$ cat src/hw/rtl/utf8s_pkg.sv
// ----------------------------------------------------------------------------
// UTF-8 sanitizer package
// Shared types, byte-class constants and decode helpers of the sanitizer.
// ----------------------------------------------------------------------------
package utf8s_pkg;

   // Most output bytes that one input byte can cause.
   localparam int MaxOut = 6;

   // Bytes of U+FFFD in UTF-8.
   localparam logic [7:0] REPL_B0 = 8'hEF;
   localparam logic [7:0] REPL_B1 = 8'hBF;
   localparam logic [7:0] REPL_B2 = 8'hBD;

   // Lead byte class boundaries.
   localparam logic [7:0] LEAD2_LO   = 8'hC2;
   localparam logic [7:0] LEAD3_LO   = 8'hE0;
   localparam logic [7:0] LEAD4_LO   = 8'hF0;
   localparam logic [7:0] LEAD_LIMIT = 8'hF5;

   // Continuation byte range and the leads that narrow it.
   localparam logic [7:0] CONT_LO      = 8'h80;
   localparam logic [7:0] CONT_HI      = 8'hBF;
   localparam logic [7:0] LEAD_E0      = 8'hE0;
   localparam logic [7:0] LEAD_ED      = 8'hED;
   localparam logic [7:0] LEAD_F0      = 8'hF0;
   localparam logic [7:0] LEAD_F4      = 8'hF4;
   localparam logic [7:0] E0_SECOND_LO = 8'hA0;
   localparam logic [7:0] ED_SECOND_HI = 8'h9F;
   localparam logic [7:0] F0_SECOND_LO = 8'h90;
   localparam logic [7:0] F4_SECOND_HI = 8'h8F;

   // One queued group of output bytes, all caused by a single input byte.
   typedef struct packed {
      logic [MaxOut-1:0][7:0] bytes;
      logic [2:0]             count;
      logic                   last;
   } entry_type;

   // Full sequence length led by b, or zero when b cannot lead.
   function automatic logic [2:0] lead_len(input logic [7:0] b);
      logic [2:0] len;
      if (b < CONT_LO) begin
         len = 3'd1;
      end else if (b < LEAD2_LO) begin
         len = 3'd0;
      end else if (b < LEAD3_LO) begin
         len = 3'd2;
      end else if (b < LEAD4_LO) begin
         len = 3'd3;
      end else if (b < LEAD_LIMIT) begin
         len = 3'd4;
      end else begin
         len = 3'd0;
      end
      return len;
   endfunction

   // Whether c may follow the given lead as its second byte.
   function automatic logic second_ok(input logic [7:0] lead, input logic [7:0] c);
      logic [7:0] lo;
      logic [7:0] hi;
      lo = CONT_LO;
      hi = CONT_HI;
      unique case (lead)
         LEAD_E0: lo = E0_SECOND_LO;
         LEAD_ED: hi = ED_SECOND_HI;
         LEAD_F0: lo = F0_SECOND_LO;
         LEAD_F4: hi = F4_SECOND_HI;
         default: ;
      endcase
      return (c >= lo) && (c <= hi);
   endfunction

endpackage

$ cat src/hw/rtl/utf8s_if.sv
// ----------------------------------------------------------------------------
// UTF-8 sanitizer channels
// Valid/ready channels for raw input bytes and sanitized output bytes.
// ----------------------------------------------------------------------------
interface utf8s_req_if;
   logic       valid;
   logic       ready;
   logic [7:0] in_byte;
   logic       text_last;

   modport source (output valid, output in_byte, output text_last, input ready);
   modport sink   (input valid, input in_byte, input text_last, output ready);
endinterface

interface utf8s_rsp_if;
   logic       valid;
   logic       ready;
   logic [7:0] out_byte;
   logic       run_end;
   logic       text_end;

   modport source (output valid, output out_byte, output run_end, output text_end,
                   input ready);
   modport sink   (input valid, input out_byte, input run_end, input text_end,
                   output ready);
endinterface

$ cat src/hw/rtl/utf8s_front.sv
// ----------------------------------------------------------------------------
// UTF-8 sanitizer front end
// Accepts raw bytes, tracks the pending partial sequence and turns each
// input byte into at most one group of output bytes for the queue.
// ----------------------------------------------------------------------------
module utf8s_front
   import utf8s_pkg::*;
(
   input  logic               clock,
   input  logic               reset,
   utf8s_req_if.sink          req_chan,
   output entry_type          push_entry,
   output logic               push_valid,
   input  logic               push_ready
);

   logic [2:0][7:0] held_ff;
   logic [2:0][7:0] held_in;
   logic [1:0]      cnt_ff;
   logic [1:0]      cnt_in;
   logic [2:0]      len_ff;
   logic [2:0]      len_in;

   logic                   accept;
   logic                   cont_ok;
   logic                   do_lead;
   logic [2:0]             lead_n;
   logic [MaxOut-1:0][7:0] ob;
   logic [2:0]             on;
   logic [7:0]             b;

   assign b        = req_chan.in_byte;
   assign accept   = req_chan.valid && push_ready;
   assign req_chan.ready = push_ready;

   // The second byte depends on the lead; later ones are plain continuations.
   assign cont_ok = (cnt_ff == 2'd1) ? second_ok(held_ff[0], b)
                                     : ((b >= CONT_LO) && (b <= CONT_HI));
   assign lead_n  = lead_len(b);

   // Decode one byte against the pending sequence and collect its output.
   always_comb begin
      ob      = '0;
      on      = '0;
      held_in = held_ff;
      cnt_in  = cnt_ff;
      len_in  = len_ff;
      do_lead = 1'b0;

      if (cnt_ff == 2'd0) begin
         do_lead = 1'b1;
      end else if (!cont_ok) begin
         // The held bytes form one ill-formed subpart; the byte starts afresh.
         ob[on] = REPL_B0; on = on + 3'd1;
         ob[on] = REPL_B1; on = on + 3'd1;
         ob[on] = REPL_B2; on = on + 3'd1;
         cnt_in  = '0;
         len_in  = '0;
         do_lead = 1'b1;
      end else if (({1'b0, cnt_ff} + 3'd1) >= len_ff) begin
         // Sequence complete: release the held bytes and this one.
         for (int k = 0; k < 3; k++) begin
            if (k < int'(cnt_ff)) begin
               ob[on] = held_ff[k];
               on     = on + 3'd1;
            end
         end
         ob[on] = b; on = on + 3'd1;
         cnt_in = '0;
         len_in = '0;
      end else begin
         held_in[cnt_ff] = b;
         cnt_in          = cnt_ff + 2'd1;
      end

      if (do_lead) begin
         if (lead_n == 3'd0) begin
            ob[on] = REPL_B0; on = on + 3'd1;
            ob[on] = REPL_B1; on = on + 3'd1;
            ob[on] = REPL_B2; on = on + 3'd1;
         end else if (lead_n == 3'd1) begin
            ob[on] = b; on = on + 3'd1;
         end else begin
            held_in[0] = b;
            cnt_in     = 2'd1;
            len_in     = lead_n;
         end
      end

      // A sequence still open at the end of the text is truncated.
      if (req_chan.text_last && (cnt_in != 2'd0)) begin
         ob[on] = REPL_B0; on = on + 3'd1;
         ob[on] = REPL_B1; on = on + 3'd1;
         ob[on] = REPL_B2; on = on + 3'd1;
         cnt_in = '0;
         len_in = '0;
      end
   end

   assign push_entry.bytes = ob;
   assign push_entry.count = on;
   assign push_entry.last  = req_chan.text_last;
   assign push_valid       = accept && (on != 3'd0);

   // Pending sequence state.
   always_ff @(posedge clock) begin
      if (reset) begin
         cnt_ff <= '0;
         len_ff <= '0;
      end else if (accept) begin
         cnt_ff <= cnt_in;
         len_ff <= len_in;
      end
   end

   // Held bytes need no reset; only entries below the count are read.
   always_ff @(posedge clock) begin
      if (accept) begin
         held_ff <= held_in;
      end
   end

   a_len_covers_held: assert property (@(posedge clock) disable iff (reset)
      (cnt_ff != 2'd0) |-> ({1'b0, cnt_ff} < len_ff) && (len_ff >= 3'd2))
      else $error("pending length does not exceed held count");

   a_idle_after_last: assert property (@(posedge clock) disable iff (reset)
      (accept && req_chan.text_last) |=> (cnt_ff == 2'd0) && (len_ff == 3'd0))
      else $error("sequence still pending after final byte");

endmodule

$ cat src/hw/rtl/utf8s_fifo.sv
// ----------------------------------------------------------------------------
// UTF-8 sanitizer queue
// Short queue of output byte groups between the front and back ends.
// ----------------------------------------------------------------------------
module utf8s_fifo
   import utf8s_pkg::*;
#(
   parameter int DEPTH = 4
) (
   input  logic      clock,
   input  logic      reset,
   input  entry_type push_entry,
   input  logic      push_valid,
   output logic      push_ready,
   output entry_type head_entry,
   output logic      head_valid,
   input  logic      pop
);

   localparam int PtrW = $clog2(DEPTH);
   localparam int CntW = $clog2(DEPTH + 1);

   entry_type           mem_ff [DEPTH];
   logic [PtrW-1:0]     wr_ff;
   logic [PtrW-1:0]     wr_in;
   logic [PtrW-1:0]     rd_ff;
   logic [PtrW-1:0]     rd_in;
   logic [CntW-1:0]     cnt_ff;
   logic [CntW-1:0]     cnt_in;
   logic                do_push;

   assign push_ready = (cnt_ff != CntW'(DEPTH));
   assign head_valid = (cnt_ff != '0);
   assign head_entry = mem_ff[rd_ff];
   assign do_push    = push_valid && push_ready;

   // Pointer and fill count updates.
   always_comb begin
      wr_in  = wr_ff;
      rd_in  = rd_ff;
      cnt_in = cnt_ff;
      if (do_push) begin
         wr_in = (wr_ff == PtrW'(DEPTH - 1)) ? '0 : wr_ff + PtrW'(1);
      end
      if (pop) begin
         rd_in = (rd_ff == PtrW'(DEPTH - 1)) ? '0 : rd_ff + PtrW'(1);
      end
      if (do_push && !pop) begin
         cnt_in = cnt_ff + CntW'(1);
      end else if (pop && !do_push) begin
         cnt_in = cnt_ff - CntW'(1);
      end
   end

   always_ff @(posedge clock) begin
      if (reset) begin
         wr_ff  <= '0;
         rd_ff  <= '0;
         cnt_ff <= '0;
      end else begin
         wr_ff  <= wr_in;
         rd_ff  <= rd_in;
         cnt_ff <= cnt_in;
      end
   end

   // Storage is written at the tail only.
   always_ff @(posedge clock) begin
      if (do_push) begin
         mem_ff[wr_ff] <= push_entry;
      end
   end

   a_no_pop_empty: assert property (@(posedge clock) disable iff (reset)
      pop |-> head_valid)
      else $error("queue popped while empty");

endmodule

$ cat src/hw/rtl/utf8s_back.sv
// ----------------------------------------------------------------------------
// UTF-8 sanitizer back end
// Sends the bytes of the head queue entry one per transaction and marks
// the run and text ends.
// ----------------------------------------------------------------------------
module utf8s_back
   import utf8s_pkg::*;
(
   input  logic       clock,
   input  logic       reset,
   input  entry_type  head_entry,
   input  logic       head_valid,
   output logic       pop,
   utf8s_rsp_if.source rsp_chan
);

   logic [2:0] idx_ff;
   logic [2:0] idx_in;
   logic       is_fin;
   logic       fire;

   assign is_fin = (idx_ff == (head_entry.count - 3'd1));
   assign fire   = rsp_chan.valid && rsp_chan.ready;
   assign pop    = fire && is_fin;

   assign rsp_chan.valid    = head_valid;
   assign rsp_chan.out_byte = head_entry.bytes[idx_ff];
   assign rsp_chan.run_end  = is_fin;
   assign rsp_chan.text_end = is_fin && head_entry.last;

   // Byte index within the head entry.
   always_comb begin
      idx_in = idx_ff;
      if (fire) begin
         idx_in = is_fin ? 3'd0 : idx_ff + 3'd1;
      end
   end

   always_ff @(posedge clock) begin
      if (reset) begin
         idx_ff <= '0;
      end else begin
         idx_ff <= idx_in;
      end
   end

   a_idx_in_entry: assert property (@(posedge clock) disable iff (reset)
      head_valid |-> (idx_ff < head_entry.count))
      else $error("byte index past end of entry");

endmodule

$ cat src/hw/rtl/utf8_sanitizer_core.sv
// ----------------------------------------------------------------------------
// UTF-8 sanitizer core
// Streaming UTF-8 validator that replaces each maximal ill-formed subpart
// with U+FFFD.
// ----------------------------------------------------------------------------
// Usage:
//   req_chan carries one raw byte per transaction, with text_last on the
//   final byte of a text. rsp_chan carries sanitized bytes, one per
//   transaction; run_end marks the last byte caused by one input byte and
//   text_end the last byte of the text. A byte that only extends a pending
//   sequence causes no response transaction.
//   The bytes caused by an input byte are registered in the queue before
//   the back end sends them. Throughput: one input byte per cycle while
//   each causes at most one output byte and the receiver is ready. The
//   back end sends one byte per cycle while the receiver is ready, so an
//   input byte that causes n bytes (up to 6) occupies the output for n
//   transactions; the queue of QUEUE_DEPTH entries absorbs this and then
//   holds off input. Reset clears the pending sequence, the queue and the
//   byte index; no clearing pass is needed. When the receiver stalls, the
//   head byte holds and input continues until the queue is full.
// ----------------------------------------------------------------------------
module utf8_sanitizer_core
   import utf8s_pkg::*;
#(
   parameter int QUEUE_DEPTH = 4
) (
   input  logic        clock,
   input  logic        reset,
   utf8s_req_if.sink   req_chan,
   utf8s_rsp_if.source rsp_chan
);

   entry_type push_entry;
   logic      push_valid;
   logic      push_ready;
   entry_type head_entry;
   logic      head_valid;
   logic      pop;

   // Classification and sequence tracking.
   utf8s_front u_front (
      .clock      (clock),
      .reset      (reset),
      .req_chan   (req_chan),
      .push_entry (push_entry),
      .push_valid (push_valid),
      .push_ready (push_ready)
   );

   // Decoupling queue.
   utf8s_fifo #(
      .DEPTH (QUEUE_DEPTH)
   ) u_fifo (
      .clock      (clock),
      .reset      (reset),
      .push_entry (push_entry),
      .push_valid (push_valid),
      .push_ready (push_ready),
      .head_entry (head_entry),
      .head_valid (head_valid),
      .pop        (pop)
   );

   // Byte serializer.
   utf8s_back u_back (
      .clock      (clock),
      .reset      (reset),
      .head_entry (head_entry),
      .head_valid (head_valid),
      .pop        (pop),
      .rsp_chan   (rsp_chan)
   );

endmodule
$ cat src/flat_wrapper.sv
// flat-port wrapper written by rule: the top's interface ports become plain ports
module utf8_sanitizer_core_flat import utf8s_pkg::*;
#(
   parameter int QUEUE_DEPTH = 4
)
  (clock, reset, req_chan_valid, req_chan_in_byte, req_chan_text_last, req_chan_ready, rsp_chan_valid, rsp_chan_out_byte, rsp_chan_run_end, rsp_chan_text_end, rsp_chan_ready);
  utf8s_req_if req_chan_i ();
  utf8s_rsp_if rsp_chan_i ();
  input  logic clock;
  input  logic reset;
  input wire logic [$bits(req_chan_i.valid)-1:0] req_chan_valid;
  input wire logic [$bits(req_chan_i.in_byte)-1:0] req_chan_in_byte;
  input wire logic [$bits(req_chan_i.text_last)-1:0] req_chan_text_last;
  output wire logic [$bits(req_chan_i.ready)-1:0] req_chan_ready;
  output wire logic [$bits(rsp_chan_i.valid)-1:0] rsp_chan_valid;
  output wire logic [$bits(rsp_chan_i.out_byte)-1:0] rsp_chan_out_byte;
  output wire logic [$bits(rsp_chan_i.run_end)-1:0] rsp_chan_run_end;
  output wire logic [$bits(rsp_chan_i.text_end)-1:0] rsp_chan_text_end;
  input wire logic [$bits(rsp_chan_i.ready)-1:0] rsp_chan_ready;
  assign req_chan_i.valid = req_chan_valid;
  assign req_chan_i.in_byte = req_chan_in_byte;
  assign req_chan_i.text_last = req_chan_text_last;
  assign req_chan_ready = req_chan_i.ready;
  assign rsp_chan_valid = rsp_chan_i.valid;
  assign rsp_chan_out_byte = rsp_chan_i.out_byte;
  assign rsp_chan_run_end = rsp_chan_i.run_end;
  assign rsp_chan_text_end = rsp_chan_i.text_end;
  assign rsp_chan_i.ready = rsp_chan_ready;
  utf8_sanitizer_core #(.QUEUE_DEPTH(QUEUE_DEPTH)) u_core (.clock(clock), .reset(reset), .req_chan(req_chan_i), .rsp_chan(rsp_chan_i));
endmodule
$ cat config.mk
export PLATFORM = sky130hd
export DESIGN_NAME = utf8_sanitizer_core_flat
export DESIGN_NICKNAME = d
export VERILOG_FILES = /design/src/hw/rtl/utf8s_pkg.sv /design/src/hw/rtl/utf8s_if.sv /design/src/hw/rtl/utf8s_front.sv /design/src/hw/rtl/utf8s_fifo.sv /design/src/hw/rtl/utf8s_back.sv /design/src/hw/rtl/utf8_sanitizer_core.sv /design/src/flat_wrapper.sv
export SDC_FILE = /design/constraint.sdc
export NUM_CORES = 1
export LEC_CHECK = 0
export ABC_CLOCK_PERIOD_IN_PS = 19150
export BUFFER_PORTS_ARGS = -buffer_cell sky130_fd_sc_hd__buf_2
export CAP_MARGIN = 20
export CORE_ASPECT_RATIO = 1.1
export CORE_MARGIN = 5
export CORE_UTILIZATION = 50
export DETAILED_ROUTE_END_ITERATION = 10
export GPL_TIMING_DRIVEN = 0
export PLACE_DENSITY = 0.66
export SKIP_CTS_REPAIR_TIMING = 1
export SYNTH_ARGS = -nofsm -noshare
export SYNTH_HDL_FRONTEND = slang
export SYNTH_SLANG_ARGS = --single-unit
$ cat constraint.sdc
create_clock -name clock -period 19.15 [get_ports clock]
set_input_delay 2.8725 -clock clock [delete_from_list [all_inputs] [get_ports clock]]
set_output_delay 2.8725 -clock clock [all_outputs]
set_load 0.02 [all_outputs]
==> results by group, run 1 <==
Floorplan
  – Die W: roughly 160 um
  – Die Y: between 150 and 200 um
  – I/O Pins: 25
  – DIE AREA: between 20000 and 30000 um2
  – Num rows: just under 60
  – Initial core utilization: between 50 and 60%
  – Core Region: about 24000 um2

Critical path
  – Worst path max stage delay: ~0.73 ns
  – CP Data Required Time: 19.61 ns
  – Slowest library cell on the worst path: a311oi_1
  – CP startpoint: req_chan_in_byte[4]
  – Cell family with most CP delay: buffers and inverters
  – Critical Path End Type: flip-flop
  – R2r startpoint: u_core.u_front.held_ff[1]
  – Crit Path Max Fanout: 10
  – Sum of buffers and inverters on the critical path: 9
  – CP arrival: between 10 and 15 ns
  – Crit start category: input port
  – Kind of critical path: in2reg

Placed design
  – Placer congestion estimate: just over 0.9
  – DP Wirelength: between 15000 and 20000 um
  – Port bufs: 24

Routing
  – DRC violations left: 0
  – Routed wl met2: between 10000 and 15000 um
  – Vias: 7310
  – Vias per cell: around 6.0
  – Routed Antenna Nets: 0
  – Top Layer Used: met4
  – Final wirelength: between 20000 and 30000 um
  – Wire length on met3: ~1500 um
  – Drt first pass iters: 5
  – DR iter-0 viols: between 600 and 700
  – Metal-1 WL: 11770 um
  – WL per Instance: approximately 23 um

Layout
  – Post-layout util: a little under three fifths
  – Synthesis-to-layout area growth: 11.07%
  – Number of diodes: 0
  – Share of cells above drive strength 1: roughly 17%
  – Fin nets: 930

Synth
  – Mapped Area: between 10000 and 15000 um2
  – #FFs+latches synth: between 200 and 250
  – Syn Area/Cell: between 10 and 15 um2
  – Ys Warns: 0
  – Async SR Flop Fraction: 0%
  – Seq/Total Area, Yosys: 61.06%
  – Post-synth EDFFs: 232
  – Netlist cell types: 73
  – Primary FF master, synth: edfxtp_1
  – Synth Instances: roughly 830

Worst hold path
  – HP Class: reg2reg
  – Hold wc startpoint: u_core.u_front.len_ff[2]

Clock tree
  – Clk_lat worst skew: ~0.53 ns
  – Number of buffers created by CTS: 24
  – CTS root buffer: clkbuf_16
  – H-tree depth: 1
  – CTS tree: built
  – Max clock buf depth: 3
  – Clock Sinks: between 200 and 250
  – Clock Pin Slew Worst Setup and Hold Paths: ~0.06 ns

Global route
  – First-pass GRT wire length: approximately 43000 um
  – Largest net degree at the start of global routing: 53
  – Initial antenna violation count: 0
  – Remaining global-route overflow: 0
  – Vias in the first global route: 7423
  – GRT Util Overall: a little over a fifth

Timing
  – Post-Route Skew: ~0.028 ns
  – RSZ-0062 raised after global routing: no
  – Min Tclk post-route: 9.587 ns
  – Fmax: ~100 MHz
  – Slew Limit Headroom: between 30% and 40%
  – Setup TNS Final: 0 ns
  – Endpoints failing setup: 0
  – Final Hold Viols: 0
  – Slew Viols, Final: 0
  – Final period util: 50.06%
  – Worst Tran Pin Value: just over 1 ns

Power and ir drop
  – Max IR drop VDD: 67.09 uV
  – Pleak: 4.522 nW
  – PD cells: 115.4 nW/um2

Flow run
  – Max_cap viols: 0

Outcome
  – Status: completed
## where the power goes
group	internal, W	switching (W)	total [W]
registers	0.000678	0.0000207	0.000699
clock network	0.000260	0.000198	0.000457
logic	0.000147	0.000231	0.000378
## kinds of logic (layout without fill, tap and decap cells)
group	after synthesis	after routing	share of synthesized area, %
AND/OR/NAND/NOR	181	181	7.350
AO/OA/AOI/OAI	198	198	11.62
other	1	4	0.03133
buffers and inverters	83	153	2.833
multiplexers	72	72	12.31
adder cells (fa/ha/maj)	29	29	3.095
flip-flops	249	249	61.06
XOR/XNOR	20	20	1.715
## placed cells by master (no fill, tap or decap), drive strengths merged, types with 5 or more instances in the layout
cell,count
edfxtp,232
nand2,64
clkbuf,64
mux4,60
a21oi,54
nor2,42
buf,42
o21ai,40
inv,33
ha,28
o211ai,17
dfxtp,17
nor3,15
xnor2,15
a21o,12
mux2i,11
nand2b,10
clkinv,10
a211oi,9
and2,9
nand3,8
a22oi,8
o22ai,8
and3,6
a2111o,6
a31oi,6
nand4,5
o31ai,5
a311oi,5
or2,5
or3,5
## per-stage QoR
step / worst slack [ns] / hold slack (ns) / std cells / cell area [um2] / total power, W
detailed placement: 9.126 / 0.4845 / 1167 / 12530 / 0.001091
global route: 9.203 / 0.5167 / 1211 / 13290 / 0.001602
finish: 9.563 / 0.4847 / 1211 / 13290 / 0.001534
CTS: 9.626 / 0.4931 / 1211 / 13290 / 0.001546
floorplan: 10.34 / 0.4533 / 836 / 11980 / 0.0009692
global placement: 7.934 / 0.4730 / 1165 / 12480 / 0.001084
## synthesized netlist by cell type (3+ instances only)
cell	number	area (um2)
a2111o_1	6	67.56
a211oi_1	9	67.56
a21o_1	12	90.09
a21oi_1	51	255.2
a22o_1	4	35.03
a22oi_1	8	60.06
a311o_1	3	30.03
a311oi_1	4	35.03
a31oi_1	5	31.28
and2_1	9	56.30
and3_1	6	37.54
buf_1	9	33.78
buf_2	4	20.02
buf_6	3	33.78
clkbuf_1	35	131.4
dfxtp_1	17	340.3
edfxtp_1	232	6967
ha_1	28	350.3
inv_1	32	120.1
mux2i_1	11	110.1
mux4_2	60	1351
nand2_1	63	236.5
nand2b_1	10	62.56
nand3_1	8	40.04
nand4_1	5	31.28
nor2_1	41	153.9
nor2b_1	4	25.02
nor3_1	15	75.07
o211ai_1	17	127.6
o21a_1	4	30.03
o21ai_0	34	170.2
o21ai_1	4	20.02
o22ai_1	8	50.05
o31ai_1	5	37.54
or2_2	3	18.77
or3_1	3	18.77
xnor2_1	13	113.9
xor2_1	4	35.03
## routing by layer
layer | GRT usage (%) | up-vias
li1 | - | 3387
met1 | 28.78 | 3611
met3 | 2.854 | 59
met2 | 34.39 | 253
met5 | 0 | -
met4 | 8.605 | 0
## sequential cells by signal, indices dropped and copies added (netlist names), named ones only
| signal | cells |
|---|---|
| u_core.u_back.idx_ff | 3 |
| u_core.u_fifo.cnt_ff | 3 |
| u_core.u_fifo.mem_ff | 208 |
| u_core.u_fifo.rd_ff | 2 |
| u_core.u_fifo.wr_ff | 2 |
| u_core.u_front.cnt_ff | 2 |
| u_core.u_front.held_ff | 24 |
| u_core.u_front.len_ff | 3 |
## worst register-to-register path, delay by kind of cell, from the launching register on
family | cells | cell delay [ns]
xor gates and xnor gates | 2 | 0.36
DFF | 1 | 0.44
buffers and inverters | 6 | 1.35
AOI/OAI and AO/OA | 7 | 2.12
adders and majority gates | 5 | 1.60
and+or+nand+nor | 7 | 1.43
## worst paths after layout
check	to	slack, ns	depth (start not counted)
worst min-delay path	u_core.u_front.len_ff[2]	0.48	2
worst max-delay path	u_core.u_fifo.cnt_ff[2]	9.56	27
worst min register to register	u_core.u_front.len_ff[2]	0.48	2
worst max register to register	u_core.u_fifo.cnt_ff[2]	11.84	27
## cell type report
| class | count | area, um2 |
|---|---|---|
| fillers | 1948 | 10330 |
| repair buffers | 26 | 160.2 |
| multi-input cells | 504 | 4340 |
| clock inverters | 15 | 145.1 |
| well taps | 305 | 381.6 |
| clock buffers | 29 | 619.3 |
| inverters | 32 | 120.1 |
| plain buffers | 51 | 219.0 |
| flip-flops and latches | 249 | 7307 |
(Power assumes the default switching activity.)
==> inputs of run 2 (changes only) <==
- ABC_AREA: unset -> 1
- ABC_CLOCK_PERIOD_IN_PS: 19150 -> 9120
- clock period: 19.15 -> 9.12 ns (I/O delays scaled with it)
==> results by group, run 2 <==
Outcome
  – Status: completed

Layout
  – Share of cells above drive strength 1: 10.70% (-6.4 points)
  – Commonest cells after routing, fill and taps aside: edfxtp_1, o21ai_0, nor2_1
  – Top reg by flops: u_core.u_fifo.mem_ff
  – Max reg flops: 208 (unchanged)
  – Largest regs: u_core.u_fifo.mem_ff (208), u_core.u_front.held_ff (24)
  – Leading cell type in the layout, fill and taps excluded: edfxtp_1
  – Synthesis-to-layout area growth: 12.94%
  – Number of diodes: 0 (unchanged)
  – Final std cells w/o fill: 1548 (+28%)
  – Fin nets: 1265 (+36%)

Routing
  – Vias: 9231 (+26%)
  – Vias per cell: 5.963 (-1.2%)
  – Drt first pass iters: 5 (unchanged)
  – WL per Instance: 21.63 um (-6.0%)
  – Routed Antenna Nets: 0 (unchanged)
  – DR iter-0 viols: 978 (+41%)
  – DRC violations left: 0 (unchanged)
  – Final wirelength: 33480 um (+20%)

Synth
  – Synth top area cells: edfxtp_1, o21ai_0, nor2_1, nand2_1, nand3_1
  – Mapped Area: 12060 um2 (+0.78%)
  – Synth Instances: 1159 (+39%)
  – Commonest cells in the netlist: edfxtp_1, o21ai_0, nor2_1
  – Primary FF master, synth: edfxtp_1
  – #FFs+latches synth: 249 (unchanged)
  – Top-count cell post-synth: edfxtp_1
  – Seq/Total Area, Yosys: 60.58% (-0.48 points)
  – Netlist cell types: 51 (-30%)
  – Yosys top cell area share: 57.76% (-0.45 points)
  – Area leader, netlist: edfxtp_1
  – Post-synth EDFFs: 232 (unchanged)
  – Ys Warns: 0 (unchanged)
  – Async SR Flop Fraction: 0% (unchanged)
  – Syn Area/Cell: 10.41 um2 (-28%)

Placed design
  – DP Wirelength: 23580 um (+21%)
  – Placer congestion estimate: 0.9674 (+3.9%)
  – Pre-CTS setup slack: 2.484 ns (-6.642 ns)
  – Port bufs: 24 (unchanged)
  – Dpl cells: 1498 (+28%)

Critical path
  – CP arrival: 6.31 ns (-3.73 ns)
  – Crit start category: input port
  – CP Data Required Time: 9.35 ns (-10.26 ns)
  – Crit Path Max Fanout: 28 (+18)
  – Kind of critical path: in2reg
  – Critical Path End Type: flip-flop

Floorplan
  – Die W: 158.1 um (+0.37%)
  – I/O Pins: 25 (unchanged)
  – Die Y: 172.9 um (+0.37%)
  – DIE AREA: 27330 um2 (+0.74%)
  – Num rows: 59 (unchanged)
  – Initial core utilization: 50.90% (+0.24 points)
  – Core Region: 23700 um2 (+0.31%)

Power and ir drop
  – Pleak: 5.074 nW (+12%)
  – PD cells: 312.5 nW/um2 (+170%)
  – Max IR drop VDD: 178.1 uV (+170%)

Timing
  – Final Hold Viols: 0 (unchanged)
  – Worst Tran Pin Value: 0.9916 ns (-0.02189 ns)
  – Endpoints failing setup: 0 (unchanged)
  – Final period util: 66.67%
  – Fmax: between 150 and 200 MHz
  – Slew Viols, Final: 0 (unchanged)
  – Min Tclk post-route: approximately 6.1 ns
  – Post-Route Skew: 0.01459 ns (-0.01302 ns)
  – Worst setup slack after layout: 3.039 ns (-6.524 ns)
  – RSZ-0062 raised after global routing: no
  – Setup TNS Final: 0 ns (unchanged)
  – Slew Limit Headroom: 33.90% (+1.5 points)

Flow run
  – Max_cap viols: 0 (unchanged)

Clock tree
  – Clock Pin Slew Worst Setup and Hold Paths: 0.06 ns (about the same)
  – H-tree depth: 1 (unchanged)
  – Max clock buf depth: 3 (unchanged)
  – CTS root buffer: clkbuf_16
  – Number of buffers created by CTS: 27 (+13%)
  – Clock Sinks: 249 (unchanged)
  – Clk_lat worst skew: 0.54 ns (about the same)
  – CTS tree: built

Global route
  – Largest net degree at the start of global routing: 29 (-45%)
  – First-pass GRT wire length: 51190 um (+18%)
  – GRT Util Overall: 24.11% (+3.1 points)
  – Remaining global-route overflow: 0 (unchanged)
  – Vias in the first global route: 8812 (+19%)
  – Initial antenna violation count: 0 (unchanged)

Worst hold path
  – HP Class: reg2reg
run 2: cell types whose count changed after synthesis, moves of 14 or more:
| cell | before | now |
|---|---|---|
| a21oi_1 | 51 | 36 |
| clkbuf_1 | 35 | 52 |
| inv_1 | 32 | 83 |
| inv_2 | 0 | 15 |
| mux4_2 | 60 | 0 |
| nand2_1 | 63 | 123 |
| nand2_2 | 1 | 15 |
| nand3_1 | 8 | 79 |
| nand4_1 | 5 | 31 |
| nor2_1 | 41 | 146 |
| o21ai_0 | 34 | 149 |
| o221ai_1 | 1 | 32 |
run 2: final cells by class:
cell class / count / area (um2)
clock buffers: 28 / 679.4
well taps: 305 / 381.6
fillers: 2046 / 10070
clock inverters: 21 / 170.2
repair buffers: 32 / 287.8
multi-input cells: 754 / 4190
flip-flops and latches: 249 / 7307
plain buffers: 58 / 225.2
inverters: 101 / 380.4
run 2: metrics by stage:
step                power (W)  utilization [%]  hold WS [ns]  cell area (um2)
finish               0.004256            57.48        0.4702            13620
CTS                  0.004256            57.43        0.4659            13610
global route         0.004485            57.48        0.4851            13620
global placement     0.003157            53.07        0.4529            12570
floorplan            0.002609                -        0.4393            12070
detailed placement   0.003211            53.85        0.4560            12760
run 2: kinds of logic (layout without fill, tap and decap cells):
family,after synthesis,in the layout,share of synthesized area (%)
DFF,249,249,60.58
xor gates and xnor gates,6,6,0.4979
AOI/OAI and AO/OA,296,296,14.94
adders and majority gates,29,29,3.071
and+or+nand+nor,419,419,15.86
buffers and inverters,159,240,5.021
other,1,4,0.03109
run 2: report_power, final:
| group | switching (W) | internal [W] | leakage, nW |
|---|---|---|---|
| combinational | 0.00117 | 0.000426 | 2.36 |
| sequential | 0.0000614 | 0.00156 | 2.29 |
| clock | 0.000445 | 0.000601 | 0.429 |
run 2: routing by layer:
metal | up-vias | wire length, um | global-route usage, %
met5 | - | 0 | 0
met3 | 78 | 2684 | 3.950
met1 | 4376 | 13620 | 33.39
met4 | 0 | 1157 | 8.852
met2 | 415 | 16030 | 38.43
li1 | 4362 | - | -
run 2: worst paths after layout:
| path | from | endpoint | slack (ns) | cells past startpoint |
|---|---|---|---|---|
| setup / recovery | req_chan_in_byte[4] | u_core.u_fifo.mem_ff[2][42] | 3.04 | 28 |
| hold / removal | u_core.u_front.len_ff[2] | u_core.u_front.len_ff[2] | 0.47 | 2 |
| setup reg to reg | u_core.u_front.cnt_ff[0] | u_core.u_fifo.mem_ff[2][42] | 3.13 | 26 |
| hold reg to reg | u_core.u_front.len_ff[2] | u_core.u_front.len_ff[2] | 0.47 | 2 |
run 2: worst max-delay path, stage by stage:
cell     delay [ns]
buf_2          0.23
inv_1          0.20
ha_1           0.32
nand2_1        0.05
inv_1          0.04
nand3_1        0.05
nand2_1        0.08
nand2_2        0.08
a21oi_4        0.30
nand2_1        0.11
nand2_2        0.18
inv_1          0.17
ha_1           0.41
nor2_1         0.13
a21oi_1        0.05
a22oi_2        0.22
inv_2          0.11
ha_1           0.24
inv_1          0.09
nand3_1        0.14
nand3_2        0.12
nand3_1        0.07
nand2_1        0.09
nand2_2        0.07
nand3_4        0.12
nand2_2        0.18
nor2_4         0.74
buf_12         0.30
==> inputs of run 3 (changes only) <==
- ABC_AREA: 1 -> 0
- ABC_CLOCK_PERIOD_IN_PS: 9120 -> 5400
- PLACE_DENSITY: 0.66 -> 0.68
- clock period: 9.12 -> 5.4 ns (I/O delays scaled with it)
==> results by group, run 3 (synthesis gave the netlist of run 1 again) <==
Outcome
  – Status: finished with violations
  – Violated checks: setup timing

Floorplan
  – Core Region: 23620 um2 (-0.31%)
  – Initial core utilization: 50.66% (-0.24 points)
  – DIE AREA: 27130 um2 (-0.73%)
  – Die Y: 172.3 um (-0.37%)
  – I/O Pins: 25 (unchanged)
  – Die W: 157.5 um (-0.37%)
  – Num rows: 59 (unchanged)

Critical path
  – Crit start category: flip-flop
  – CP Data Required Time: 5.80 ns (-3.55 ns)
  – Critical Path End Type: flip-flop
  – CP arrival: 6.13 ns (-0.18 ns)
  – Slowest library cell on the worst path: edfxtp_1
  – Kind of critical path: reg2reg
  – Worst path max stage delay: 0.43 ns (-0.31 ns)
  – R2R depth: 27 (+3.8%)
  – Crit Path Max Fanout: 8 (-71%)
  – Critical Path Most Common Cell: ha_4

Worst hold path
  – HP Class: reg2reg
  – Hold Path Stages: 2 (unchanged)

Timing
  – Slew Viols, Final: 0 (unchanged)
  – Endpoints failing setup: 157 (+157)
  – Final hold slack: 0.4743 ns (+0.004071 ns)
  – Post-Route Skew: 0.01663 ns (+0.002037 ns)
  – Worst Tran Pin Value: 0.9946 ns (+0.003077 ns)
  – Fmax: about 170 MHz
  – Min Tclk post-route: between 5 and 6 ns
  – Slew Limit Headroom: 33.69% (-0.21 points)
  – Final period util: 106.2%
  – RSZ-0062 raised after global routing: yes
  – Final Hold Viols: 0 (unchanged)
  – Worst setup slack after layout: -0.3344 ns (-3.374 ns)

Routing
  – WL per Instance: 25.13 um (+16%)
  – Final wirelength: 31990 um (-4.4%)
  – Vias: 7981 (-14%)
  – DRC violations left: 0 (unchanged)
  – Vias per cell: 6.269 (+5.1%)
  – Routed Antenna Nets: 0 (unchanged)
  – Drt first pass iters: 6 (+1)
  – DR iter-0 viols: 788 (-19%)

Layout
  – Leading cell type in the layout, fill and taps excluded: edfxtp_1
  – Share of cells above drive strength 1: 26.86% (+16 points)
  – Commonest cells after routing, fill and taps aside: edfxtp_1, nand2_1, mux4_2
  – Synthesis-to-layout area growth: 19.64%
  – Top reg by flops: u_core.u_fifo.mem_ff
  – Fin nets: 991 (-22%)
  – Post-layout util: 60.61% (+3.1 points)
  – Largest regs: u_core.u_fifo.mem_ff (208), u_core.u_front.held_ff (24)
  – Max reg flops: 208 (unchanged)
  – Fillcell total: 1809 (-12%)
  – Number of diodes: 0 (unchanged)
  – Final std cells w/o fill: 1273 (-18%)

Global route
  – First-pass GRT wire length: 42970 um (-16%)
  – GRT Util Overall: 20.94% (-3.2 points)
  – Largest net degree at the start of global routing: 53 (+83%)
  – Vias in the first global route: 7330 (-17%)
  – Initial antenna violation count: 0 (unchanged)
  – Remaining global-route overflow: 0 (unchanged)

Placed design
  – Port bufs: 24 (unchanged)
  – Placer congestion estimate: 0.9369 (-3.2%)
  – DP Wirelength: 19550 um (-17%)
  – Pre-CTS setup slack: -1.324 ns (-3.808 ns)
  – Dpl cells: 1168 (-22%)

Clock tree
  – Clk_lat worst skew: 0.53 ns (about the same)
  – Max clock buf depth: 3 (unchanged)
  – H-tree depth: 1 (unchanged)
  – CTS tree: built
  – CTS root buffer: clkbuf_16
  – Number of buffers created by CTS: 26 (-3.7%)
  – Clock Sinks: 249 (unchanged)
  – Clock Pin Slew Worst Setup and Hold Paths: 0.07 ns (about the same)

Flow run
  – Max_cap viols: 0 (unchanged)

Power and ir drop
  – Max IR drop VDD: 256.0 uV (+44%)
  – PD cells: 407.7 nW/um2 (+30%)
  – Pleak: 4.959 nW (-2.3%)
## run 3: cell types whose count changed in the layout (fill, tap and decap cells not counted), moves of 13 or more
cell / previous run / this run
clkbuf_1: 53 / 37
nand2_1: 123 / 60
inv_1: 83 / 27
o221ai_1: 32 / 1
buf_4: 1 / 16
nor2_1: 142 / 39
nand4_1: 31 / 5
mux4_2: 0 / 60
nand3_1: 79 / 8
a21oi_1: 36 / 49
buf_6: 0 / 19
o21ai_0: 149 / 25
and2_4: 0 / 23
## run 3: critical path, delay by kind of cell, from the launching register on
kind                     cells  cell delay (ns)
AND/OR/NAND/NOR             10             1.91
flip-flops                   1             0.43
adder cells (fa/ha/maj)      5             1.17
XOR/XNOR                     3             0.43
multiplexers                 1             0.15
AO/OA/AOI/OAI                4             1.08
buffers and inverters        4             0.43
## run 3: power breakdown
| group | internal [W] | switching (W) | leakage (nW) |
|---|---|---|---|
| Clock | 0.000986 | 0.000716 | 0.390 |
| Sequential | 0.00240 | 0.0000782 | 2.29 |
| Combinational | 0.000688 | 0.000966 | 2.27 |
| Total | 0.00408 | 0.00176 | 4.96 |
## run 3: metrics by stage
stage	power [W]	setup TNS, ns	area (um2)
2_1_floorplan	0.003462	-42.09	12110
3_3_place_gp	0.003876	-346.45	12610
3_5_place_dp	0.003908	-298.44	12660
4_1_cts	0.005597	-228.10	13470
5_1_grt	0.006065	-60.61	14320
6_report	0.005837	-24.83	14320
## run 3: cell type report
class / count / area, um2 / area share (%)
flip-flops and latches: 249 / 7308 / 51.04
multi-input cells: 522 / 4733 / 33.06
repair buffers: 69 / 701.9 / 4.902
clock buffers: 34 / 680.7 / 4.754
well taps: 305 / 381.6 / 2.665
plain buffers: 49 / 254.0 / 1.774
clock inverters: 13 / 131.4 / 0.9175
inverters: 32 / 127.6 / 0.8913
## run 3: path summary, 6_finish.rpt
check	slack (ns)	startpoint	end
max reg2reg	-0.33	u_core.u_front.held_ff[1]	u_core.u_fifo.cnt_ff[1]
min	0.47	u_core.u_front.len_ff[0]	u_core.u_front.len_ff[0]
min reg2reg	0.47	u_core.u_front.len_ff[0]	u_core.u_front.len_ff[0]
max	-0.33	u_core.u_front.held_ff[1]	u_core.u_fifo.cnt_ff[1]
## run 3: per-layer routing
metal | vias up | part of all wire [%] | GRT usage [%]
met1 | 4004 | 40 | 29.29
met5 | - | 0 | 0
met4 | 0 | 2.5 | 4.976
met3 | 53 | 8.2 | 2.904
li1 | 3536 | - | -
met2 | 388 | 50 | 35.30
